File: src/hdl/length_prefixed_frame_deframer_defines.svh
// Assertion macros shared by the deframer RTL.
// Included by lpfd_parser.sv and length_prefixed_frame_deframer.sv; no other dependencies.
`ifndef LENGTH_PREFIXED_FRAME_DEFRAMER_DEFINES_SVH
`define LENGTH_PREFIXED_FRAME_DEFRAMER_DEFINES_SVH

`ifndef SYNTHESIS
`define LPFD_ASSERT_IMP(label, pre, post, msg) \
    label: assert property (@(posedge i_clk) disable iff (!i_rst_n) (pre) |-> (post)) \
        else $error(msg);
`define LPFD_ASSERT_NEXT(label, pre, post, msg) \
    label: assert property (@(posedge i_clk) disable iff (!i_rst_n) (pre) |=> (post)) \
        else $error(msg);
`else
`define LPFD_ASSERT_IMP(label, pre, post, msg)
`define LPFD_ASSERT_NEXT(label, pre, post, msg)
`endif

`endif

File: src/hdl/lpfd_pkg.sv
// Shared types and constants of the length-prefixed frame deframer.
// Used by lpfd_parser and length_prefixed_frame_deframer; depends on nothing.
package lpfd_pkg;

    localparam int BYTE_W     = 8;
    localparam int LEN_W      = 32;
    localparam int KIND_W     = 2;
    localparam int CODE_W     = 3;
    localparam int HDR_IDX_W  = 4;
    localparam int CFG_IDX_W  = 2;
    localparam int OUT_DATA_W = 16;
    localparam int OUT_USER_W = 3;

    localparam logic [3:0][BYTE_W-1:0] MAGIC = {8'h50, 8'h43, 8'h54, 8'h53};
    localparam logic [BYTE_W-1:0] ENVELOPE_VERSION = 8'd1;

    localparam logic [HDR_IDX_W-1:0] HDR_VERSION  = 4'd4;
    localparam logic [HDR_IDX_W-1:0] HDR_CHANNEL  = 4'd5;
    localparam logic [HDR_IDX_W-1:0] HDR_LEN0     = 4'd6;
    localparam logic [HDR_IDX_W-1:0] HDR_LEN1     = 4'd7;
    localparam logic [HDR_IDX_W-1:0] HDR_LEN2     = 4'd8;
    localparam logic [HDR_IDX_W-1:0] HDR_LEN3     = 4'd9;

    localparam logic [KIND_W-1:0] KIND_DATA  = 2'd0;
    localparam logic [KIND_W-1:0] KIND_EMPTY = 2'd1;
    localparam logic [KIND_W-1:0] KIND_ERROR = 2'd2;

    localparam logic [CODE_W-1:0] ERR_MAGIC     = 3'd0;
    localparam logic [CODE_W-1:0] ERR_VERSION   = 3'd1;
    localparam logic [CODE_W-1:0] ERR_CHANNEL   = 3'd2;
    localparam logic [CODE_W-1:0] ERR_TOO_LARGE = 3'd3;
    localparam logic [CODE_W-1:0] ERR_ZERO_MAX  = 3'd4;

    localparam logic [CFG_IDX_W-1:0] CFG_MAX_PAYLOAD = 2'd0;
    localparam logic [CFG_IDX_W-1:0] CFG_RELIABLE    = 2'd1;
    localparam logic [CFG_IDX_W-1:0] CFG_UNRELIABLE  = 2'd2;

    localparam logic [LEN_W-1:0]  RST_MAX_PAYLOAD = 32'd65536;
    localparam logic [BYTE_W-1:0] RST_RELIABLE    = 8'd0;
    localparam logic [BYTE_W-1:0] RST_UNRELIABLE  = 8'd1;

    typedef enum logic [2:0] {
        PH_HEADER  = 3'b001,
        PH_PAYLOAD = 3'b010,
        PH_HALT    = 3'b100
    } t_phase;

    typedef struct packed {
        logic [LEN_W-1:0]  max_payload;
        logic [BYTE_W-1:0] reliable_code;
        logic [BYTE_W-1:0] unreliable_code;
    } t_cfg;

    typedef struct packed {
        logic [KIND_W-1:0] kind;
        logic [BYTE_W-1:0] data;
        logic              chan;
        logic              last;
        logic [CODE_W-1:0] code;
    } t_result;

endpackage

File: src/hdl/lpfd_parser.sv
// Frame state and per-byte header/payload checks of the deframer.
// Depends on lpfd_pkg and length_prefixed_frame_deframer_defines.svh.
`include "length_prefixed_frame_deframer_defines.svh"

module lpfd_parser (
    input  logic                         i_clk,
    input  logic                         i_rst_n,
    input  logic                         i_step,
    input  logic [lpfd_pkg::BYTE_W-1:0]  i_byte,
    input  lpfd_pkg::t_cfg               i_cfg,
    output logic                         o_res_valid,
    output lpfd_pkg::t_result            o_res
);

    lpfd_pkg::t_phase                    r_phase, n_phase;
    logic [lpfd_pkg::HDR_IDX_W-1:0]      r_hdr_idx, n_hdr_idx;
    logic [lpfd_pkg::LEN_W-1:0]          r_count, n_count;
    logic                                r_chan, n_chan;
    logic [lpfd_pkg::LEN_W-1:0]          full_len;
    logic                                res_valid;
    lpfd_pkg::t_result                   res;

    assign full_len = {i_byte, r_count[23:0]};

    always_comb begin
        n_phase   = r_phase;
        n_hdr_idx = r_hdr_idx;
        n_count   = r_count;
        n_chan    = r_chan;
        res_valid = 1'b0;
        res       = '0;
        if (i_step && r_phase != lpfd_pkg::PH_HALT) begin
            if (i_cfg.max_payload == '0) begin
                res_valid = 1'b1;
                res.kind  = lpfd_pkg::KIND_ERROR;
                res.code  = lpfd_pkg::ERR_ZERO_MAX;
                n_phase   = lpfd_pkg::PH_HALT;
            end else begin
                case (r_phase)
                    lpfd_pkg::PH_PAYLOAD: begin
                        res_valid = 1'b1;
                        res.kind  = lpfd_pkg::KIND_DATA;
                        res.data  = i_byte;
                        res.chan  = r_chan;
                        res.last  = (r_count <= lpfd_pkg::LEN_W'(1));
                        if (res.last) begin
                            n_phase   = lpfd_pkg::PH_HEADER;
                            n_hdr_idx = '0;
                            n_count   = '0;
                        end else begin
                            n_count = r_count - lpfd_pkg::LEN_W'(1);
                        end
                    end
                    lpfd_pkg::PH_HEADER: begin
                        n_hdr_idx = r_hdr_idx + lpfd_pkg::HDR_IDX_W'(1);
                        if (r_hdr_idx < lpfd_pkg::HDR_VERSION) begin
                            if (i_byte != lpfd_pkg::MAGIC[r_hdr_idx[1:0]]) begin
                                res_valid = 1'b1;
                                res.kind  = lpfd_pkg::KIND_ERROR;
                                res.code  = lpfd_pkg::ERR_MAGIC;
                                n_phase   = lpfd_pkg::PH_HALT;
                            end
                        end else begin
                            case (r_hdr_idx)
                                lpfd_pkg::HDR_VERSION: begin
                                    if (i_byte != lpfd_pkg::ENVELOPE_VERSION) begin
                                        res_valid = 1'b1;
                                        res.kind  = lpfd_pkg::KIND_ERROR;
                                        res.code  = lpfd_pkg::ERR_VERSION;
                                        n_phase   = lpfd_pkg::PH_HALT;
                                    end
                                end
                                lpfd_pkg::HDR_CHANNEL: begin
                                    if (i_byte == i_cfg.reliable_code) begin
                                        n_chan = 1'b0;
                                    end else if (i_byte == i_cfg.unreliable_code) begin
                                        n_chan = 1'b1;
                                    end else begin
                                        res_valid = 1'b1;
                                        res.kind  = lpfd_pkg::KIND_ERROR;
                                        res.code  = lpfd_pkg::ERR_CHANNEL;
                                        n_phase   = lpfd_pkg::PH_HALT;
                                    end
                                end
                                lpfd_pkg::HDR_LEN0: begin
                                    n_count = lpfd_pkg::LEN_W'(i_byte);
                                end
                                lpfd_pkg::HDR_LEN1: begin
                                    n_count[15:8] = i_byte;
                                end
                                lpfd_pkg::HDR_LEN2: begin
                                    n_count[23:16] = i_byte;
                                end
                                lpfd_pkg::HDR_LEN3: begin
                                    n_count   = full_len;
                                    n_hdr_idx = '0;
                                    if (full_len > i_cfg.max_payload) begin
                                        res_valid = 1'b1;
                                        res.kind  = lpfd_pkg::KIND_ERROR;
                                        res.code  = lpfd_pkg::ERR_TOO_LARGE;
                                        n_phase   = lpfd_pkg::PH_HALT;
                                    end else if (full_len == '0) begin
                                        res_valid = 1'b1;
                                        res.kind  = lpfd_pkg::KIND_EMPTY;
                                        res.chan  = r_chan;
                                        res.last  = 1'b1;
                                    end else begin
                                        n_phase = lpfd_pkg::PH_PAYLOAD;
                                    end
                                end
                                default: begin
                                    n_hdr_idx = '0;
                                end
                            endcase
                        end
                    end
                    default: begin
                        n_phase   = lpfd_pkg::PH_HEADER;
                        n_hdr_idx = '0;
                        n_count   = '0;
                    end
                endcase
            end
        end
    end

    always_ff @(posedge i_clk) begin
        if (!i_rst_n) begin
            r_phase   <= lpfd_pkg::PH_HEADER;
            r_hdr_idx <= '0;
            r_count   <= '0;
            r_chan    <= 1'b0;
        end else begin
            r_phase   <= n_phase;
            r_hdr_idx <= n_hdr_idx;
            r_count   <= n_count;
            r_chan    <= n_chan;
        end
    end

    assign o_res_valid = res_valid;
    assign o_res       = res;

    `LPFD_ASSERT_NEXT(a_halt_sticky, r_phase == lpfd_pkg::PH_HALT, r_phase == lpfd_pkg::PH_HALT, "halt left without reset")
    `LPFD_ASSERT_NEXT(a_error_halts, res_valid && res.kind == lpfd_pkg::KIND_ERROR, r_phase == lpfd_pkg::PH_HALT, "error did not halt")
    `LPFD_ASSERT_IMP(a_payload_count, r_phase == lpfd_pkg::PH_PAYLOAD, r_count != '0, "payload phase with zero count")

endmodule

File: src/hdl/length_prefixed_frame_deframer.sv
// Top level of the length-prefixed frame deframer: input stage, config registers, result stage.
// Depends on lpfd_pkg, lpfd_parser and length_prefixed_frame_deframer_defines.svh.
//
//   Channel   Direction  Payload                                        Handshake
//   s_axis    in         tdata[7:0] rx_byte                             tvalid/tready
//   m_axis    out        tdata, tuser, tlast (see port list)            tvalid/tready
//   cfg       in         index, wdata                                   i_cfg_wr_en only
//
// One byte is accepted per clock unless a stalled result holds a full input stage.
// A byte sits in the input stage, is checked in one pass and its result is registered.
// While a result waits, one more byte can enter an empty input stage, then input stalls.
// Reset is synchronous and active low; no clearing pass is needed.
// After an error every byte is still accepted and dropped until reset.
`include "length_prefixed_frame_deframer_defines.svh"

module length_prefixed_frame_deframer (
    input  logic                             i_clk,
    input  logic                             i_rst_n,
    input  logic                             s_axis_tvalid,
    output logic                             s_axis_tready,
    input  logic [lpfd_pkg::BYTE_W-1:0]      s_axis_tdata,   // [7:0] rx_byte
    output logic                             m_axis_tvalid,
    input  logic                             m_axis_tready,
    output logic [lpfd_pkg::OUT_DATA_W-1:0]  m_axis_tdata,   // [7:0] data_byte, [10:8] error_code
    output logic [lpfd_pkg::OUT_USER_W-1:0]  m_axis_tuser,   // [1:0] out_kind, [2] channel_id
    output logic                             m_axis_tlast,   // last_of_packet
    input  logic                             i_cfg_wr_en,
    input  logic [lpfd_pkg::CFG_IDX_W-1:0]   i_cfg_index,
    input  logic [lpfd_pkg::LEN_W-1:0]       i_cfg_wdata
);

    logic                            r_in_valid, n_in_valid;
    logic [lpfd_pkg::BYTE_W-1:0]     r_in_byte, n_in_byte;
    logic                            r_out_valid, n_out_valid;
    lpfd_pkg::t_result               r_out, n_out;
    lpfd_pkg::t_cfg                  r_cfg, n_cfg;
    logic                            advance;
    logic                            step;
    logic                            in_accept;
    logic                            res_valid;
    lpfd_pkg::t_result               res;

    assign advance       = !r_out_valid || m_axis_tready;
    assign step          = r_in_valid && advance;
    assign s_axis_tready = !r_in_valid || advance;
    assign in_accept     = s_axis_tvalid && s_axis_tready;

    lpfd_parser u_parser (
        .i_clk       (i_clk),
        .i_rst_n     (i_rst_n),
        .i_step      (step),
        .i_byte      (r_in_byte),
        .i_cfg       (r_cfg),
        .o_res_valid (res_valid),
        .o_res       (res)
    );

    always_comb begin
        n_in_valid  = r_in_valid;
        n_in_byte   = r_in_byte;
        n_out_valid = r_out_valid;
        n_out       = r_out;
        n_cfg       = r_cfg;
        if (in_accept) begin
            n_in_valid = 1'b1;
            n_in_byte  = s_axis_tdata;
        end else if (step) begin
            n_in_valid = 1'b0;
        end
        if (advance) begin
            n_out_valid = step && res_valid;
            n_out       = res;
        end
        if (i_cfg_wr_en) begin
            case (i_cfg_index)
                lpfd_pkg::CFG_MAX_PAYLOAD: n_cfg.max_payload     = i_cfg_wdata;
                lpfd_pkg::CFG_RELIABLE:    n_cfg.reliable_code   = i_cfg_wdata[7:0];
                lpfd_pkg::CFG_UNRELIABLE:  n_cfg.unreliable_code = i_cfg_wdata[7:0];
                default: begin
                end
            endcase
        end
    end

    always_ff @(posedge i_clk) begin
        r_in_byte <= n_in_byte;
        r_out     <= n_out;
        if (!i_rst_n) begin
            r_in_valid            <= 1'b0;
            r_out_valid           <= 1'b0;
            r_cfg.max_payload     <= lpfd_pkg::RST_MAX_PAYLOAD;
            r_cfg.reliable_code   <= lpfd_pkg::RST_RELIABLE;
            r_cfg.unreliable_code <= lpfd_pkg::RST_UNRELIABLE;
        end else begin
            r_in_valid  <= n_in_valid;
            r_out_valid <= n_out_valid;
            r_cfg       <= n_cfg;
        end
    end

    assign m_axis_tvalid = r_out_valid;
    assign m_axis_tdata  = {5'b0, r_out.code, r_out.data};
    assign m_axis_tuser  = {r_out.chan, r_out.kind};
    assign m_axis_tlast  = r_out.last;

    `LPFD_ASSERT_NEXT(a_out_hold, r_out_valid && !m_axis_tready, r_out_valid && $stable(r_out), "stalled result changed")
    `LPFD_ASSERT_NEXT(a_in_hold, r_in_valid && !advance, r_in_valid && $stable(r_in_byte), "stalled byte lost")
    `LPFD_ASSERT_IMP(a_error_fields, r_out_valid && r_out.kind == lpfd_pkg::KIND_ERROR, !r_out.last && r_out.data == '0 && r_out.code <= lpfd_pkg::ERR_ZERO_MAX, "malformed error result")

endmodule
File: config.mk
export PLATFORM = sky130hd
export DESIGN_NAME = length_prefixed_frame_deframer
export DESIGN_NICKNAME = d
export VERILOG_FILES = /design/src/hdl/lpfd_pkg.sv /design/src/hdl/lpfd_parser.sv /design/src/hdl/length_prefixed_frame_deframer.sv
export VERILOG_INCLUDE_DIRS = /design/src /design/src/hdl
export SDC_FILE = /design/constraint.sdc
export NUM_CORES = 1
export LEC_CHECK = 0
export ABC_CLOCK_PERIOD_IN_PS = 2600
export BUFFER_PORTS_ARGS = -buffer_cell sky130_fd_sc_hd__buf_2
export CAP_MARGIN = 20
export CORE_ASPECT_RATIO = 0.5
export CORE_UTILIZATION = 47
export DETAILED_ROUTE_END_ITERATION = 12
export PLACE_DENSITY = 0.81
export SLEW_MARGIN = 20
export SYNTH_ARGS = -nofsm -noshare
export SYNTH_HDL_FRONTEND = slang
export SYNTH_SLANG_ARGS = --single-unit
File: constraint.sdc
create_clock -name i_clk -period 2.6 [get_ports i_clk]
set_input_delay 0.26 -clock i_clk [delete_from_list [all_inputs] [get_ports i_clk]]
set_output_delay 0.26 -clock i_clk [all_outputs]
set_load 0.02 [all_outputs]
==> reports/qor.csv <==
stage,metric,value,unit
outcome,outcome,finished with violations,
outcome,violations in the final reports,setup timing,
critical_path,Worst Path Arrival,2.98,ns
timing,Worst-Margin Slew,0.907,ns
power_and_ir_drop,Leakage Power,3.49,nW
worst_hold_path,hold path depth,1,
grt,GRT Util Overall,0.267,
timing,Final setup viols,4,
place,Placed Instances,1017,
die,Initial Utilization,0.496,
cells_and_area,Area Growth Syn to Fin,26.8,%
drt,detailed-route via count,6561,
logic_synthesis,Synth cell types,77,
power_and_ir_drop,Pwr per Cell Area,622,nW/µm²
worst_hold_path,Hold WC Path Type,primary input to register,
timing,fin crit share,1.01,
drt,drt wl/cell,18.8,µm
power_and_ir_drop,net switching power,1.41,mW
critical_path,CP Max Fanout,3,
cts,TritonCTS clock tree,built,
drt,Post-DRT Antenna Nets,0,
timing,final slew viol count,0,
timing,"Hold Vio Cnt, Final",0,
cells_and_area,count of non-filler cells in the finished layout,1070,
logic_synthesis,Mapped Avg Cell Area,8.34,µm²
power_and_ir_drop,clock group share of total power,0.449,
drt,DRT Pass-1 Iters,7,
cts,clk sinks,113,
logic_synthesis,post-synthesis sequential area ratio,0.385,
timing,Fin Setup TNS,-0.0502,ns
die,# rows,29,
cts,H-tree depth,4,
timing,Slew headroom,0.387,
drt,DR DRC count,0,
drt,drt first-iter violations,773,
job,maxcap violations,0,
timing,RSZ-0062 raised after global routing,yes,
die,# IOs,69,
power_and_ir_drop,switching share of power,0.277,
timing,Post-Route Skew,0.00846,ns
drt,DRT Wirelength,20100,µm
place,HPWL Detailed,13100,µm
cts,clk_lat worst skew,0.42,ns
critical_path,CP Launch Type,register,
critical_path,reg2reg path depth,8,
logic_synthesis,ys async rst share,0,
logic_synthesis,Mapped Area,6480,µm²
grt,largest net degree at the start of global routing,46,
die,full die area,14300,µm²
power_and_ir_drop,sequential share of power,0.373,
logic_synthesis,ys flop type,dfxtp_1,
critical_path,Crit Path Class,register to register,
power_and_ir_drop,Peak VDD IR,0.000575,V
timing,Hold WS,0.0148,ns
timing,Fmax,382,MHz
critical_path,CP endpoint kind,register,
drt,via-per-instance ratio,6.13,
grt,vias in the first global route,5893,
timing,Final WS setup,-0.0150,ns
grt,initial antenna violation count,1,
power_and_ir_drop,Gate power share,0.179,
die,Die Y,85.0,µm
place,port bufs,63,
critical_path,required time worst endpoint,2.97,ns
die,Core Area,13100,µm²
logic_synthesis,Gate Count Post-Synth,777,
logic_synthesis,number of flops mapped to enable cells by yosys,23,
cts,Num CTS Buffers,17,
power_and_ir_drop,Int Power,3.70,mW
place,gpl congestion,0.974,
grt,first-pass GRT wire length,29700,µm
logic_synthesis,number of synthesized register bits,113,
cts,clk buf depth,2,
cells_and_area,layout cells sized above 1,0.232,
grt,gr ovfl total,0,
die,Die W,168,µm
place,Place WS,-0.0244,ns
cts,clk root buf,clkbuf_16,
logic_synthesis,Yosys warning count,0,
cts,"CTS clk-pin slew, worst paths",0.06,ns
timing,Final min period,2.62,ns
cells_and_area,nets@finish,971,
## worst max-delay path, stage by stage (launching register included)
cell	delay (ns)
dfxtp_2	0.33
or4_4	0.54
or4_4	0.56
o31ai_4	0.28
buf_6	0.16
buf_6	0.11
o22ai_4	0.07
a211oi_4	0.30
o221a_1	0.22
## routing by layer
metal | GRT usage | part of all wire | wire length, µm
met1 | 0.352 | 0.42 | 8490
met2 | 0.437 | 0.46 | 9190
met3 | 0.0560 | 0.091 | 1820
met4 | 0.0909 | 0.030 | 601
met5 | 0 | 0 | 0
## layout by cell type, fill, tap and decap left out, types with 7 or more instances in the layout
cell       count
a21oi_1       66
a22oi_1       12
and2_1        10
buf_2         63
buf_4         56
clkbuf_16     19
dfxtp_1       84
edfxtp_1      23
ha_1          35
inv_1         46
mux2i_1       18
nand2_1       98
nand2b_1       9
nand3_1        7
nand4_1       10
nor2_1        68
nor2b_1        7
nor3_1        12
nor4_1        21
o21ai_0       33
o21ai_1       20
or3_1          7
xnor2_1        7
xor2_1        17
## final timing paths
kind,startpoint,to,slack [ns]
min reg2reg,r_cfg[25]$_SDFFE_PN0P_,r_cfg[25]$_SDFFE_PN0P_,0.46
min,s_axis_tdata[2],r_in_byte[2]$_DFFE_PP_,0.01
max reg2reg,u_parser.r_count[12]$_SDFFE_PN0P_,u_parser.r_phase[2]$_SDFFE_PN0P_,-0.02
max,u_parser.r_count[12]$_SDFFE_PN0P_,u_parser.r_phase[2]$_SDFFE_PN0P_,-0.02
## layout make-up
type | count | area [µm²]
antenna | 1 | 2.50
clock buffer | 25 | 485
clock inverter | 7 | 85.1
fill | 1007 | 4850
inverter | 47 | 176
multi-input combinational | 576 | 3810
sequential | 113 | 2500
tap | 170 | 213
timing repair buffer | 131 | 937
## synthesized netlist by cell type (4+ instances only)
cell	count	area, µm²
clkbuf_1	31	116
nand3b_1	4	30.0
or3_1	8	50.1
dfxtp_1	90	1800
a31oi_1	4	25.0
o221ai_1	5	43.8
nand4_1	10	62.6
xor2_1	17	149
o32ai_1	4	35.0
nor2_1	69	259
a21oi_1	66	330
mux2i_1	18	180
inv_1	46	173
a32oi_1	4	35.0
nor3_1	12	60.1
nand2_1	98	368
a221oi_1	4	35.0
or4_1	5	37.5
edfxtp_1	23	691
nor4_1	23	144
xnor2_1	7	61.3
or2_2	4	25.0
o211ai_1	6	45.0
nand3_1	7	35.0
o22ai_1	9	56.3
o21ai_1	19	95.1
a22oi_1	13	97.6
nor2b_1	7	43.8
ha_1	38	475
o21ai_0	35	175
and2_1	10	62.6
nor3b_1	4	30.0
nand2b_1	12	75.1
buf_4	7	52.6
## cells by family after synthesis
kind of cell | after synthesis | synth area share
xor gates and xnor gates | 24 | 0.0325
muxes | 18 | 0.0278
and+or+nand+nor | 296 | 0.232
buffers and inverters | 92 | 0.0603
AOI/OAI and AO/OA | 195 | 0.189
DFF | 113 | 0.385
adders and majority gates | 38 | 0.0734
other | 1 | 0.000579
## per-stage QoR
stage	utilization	power [mW]	area [µm²]
2_1_floorplan	-	2.45	6490
3_3_place_gp	0.551	2.70	7200
3_5_place_dp	0.551	2.72	7200
4_1_cts	0.598	5.00	7810
5_1_grt	0.629	5.25	8210
6_report	0.629	5.11	8220
## flip-flops by register name, indices dropped and copies added, names as in the netlist
signal              count
r_cfg                  48
u_parser.r_count       32
m_axis_tdata           11
r_in_byte               8
u_parser.r_hdr_idx      4
m_axis_tuser            3
u_parser.r_phase        3
m_axis_tlast            1
m_axis_tvalid           1
r_in_valid              1
u_parser.r_chan         1
## repair_timing
action / in CTS / in global routing
gates resized for setup: 2 / 44
gates cloned: 1 / 2
buffers inserted: 1 / 17
pin swaps: 4 / 24
hold buffers: 0 / 0
setup endpoints to repair: 3 / 23
## power groups by stage
stage,registers (mW),logic [mW],clock network [mW]
detailed placement,1.94,0.787,0
CTS,1.90,0.812,2.29
global route,1.91,0.974,2.37
finish,1.90,0.913,2.29
floorplan,1.94,0.512,0
global placement,1.93,0.769,0
Note: power is estimated with default switching activity, not from simulation.
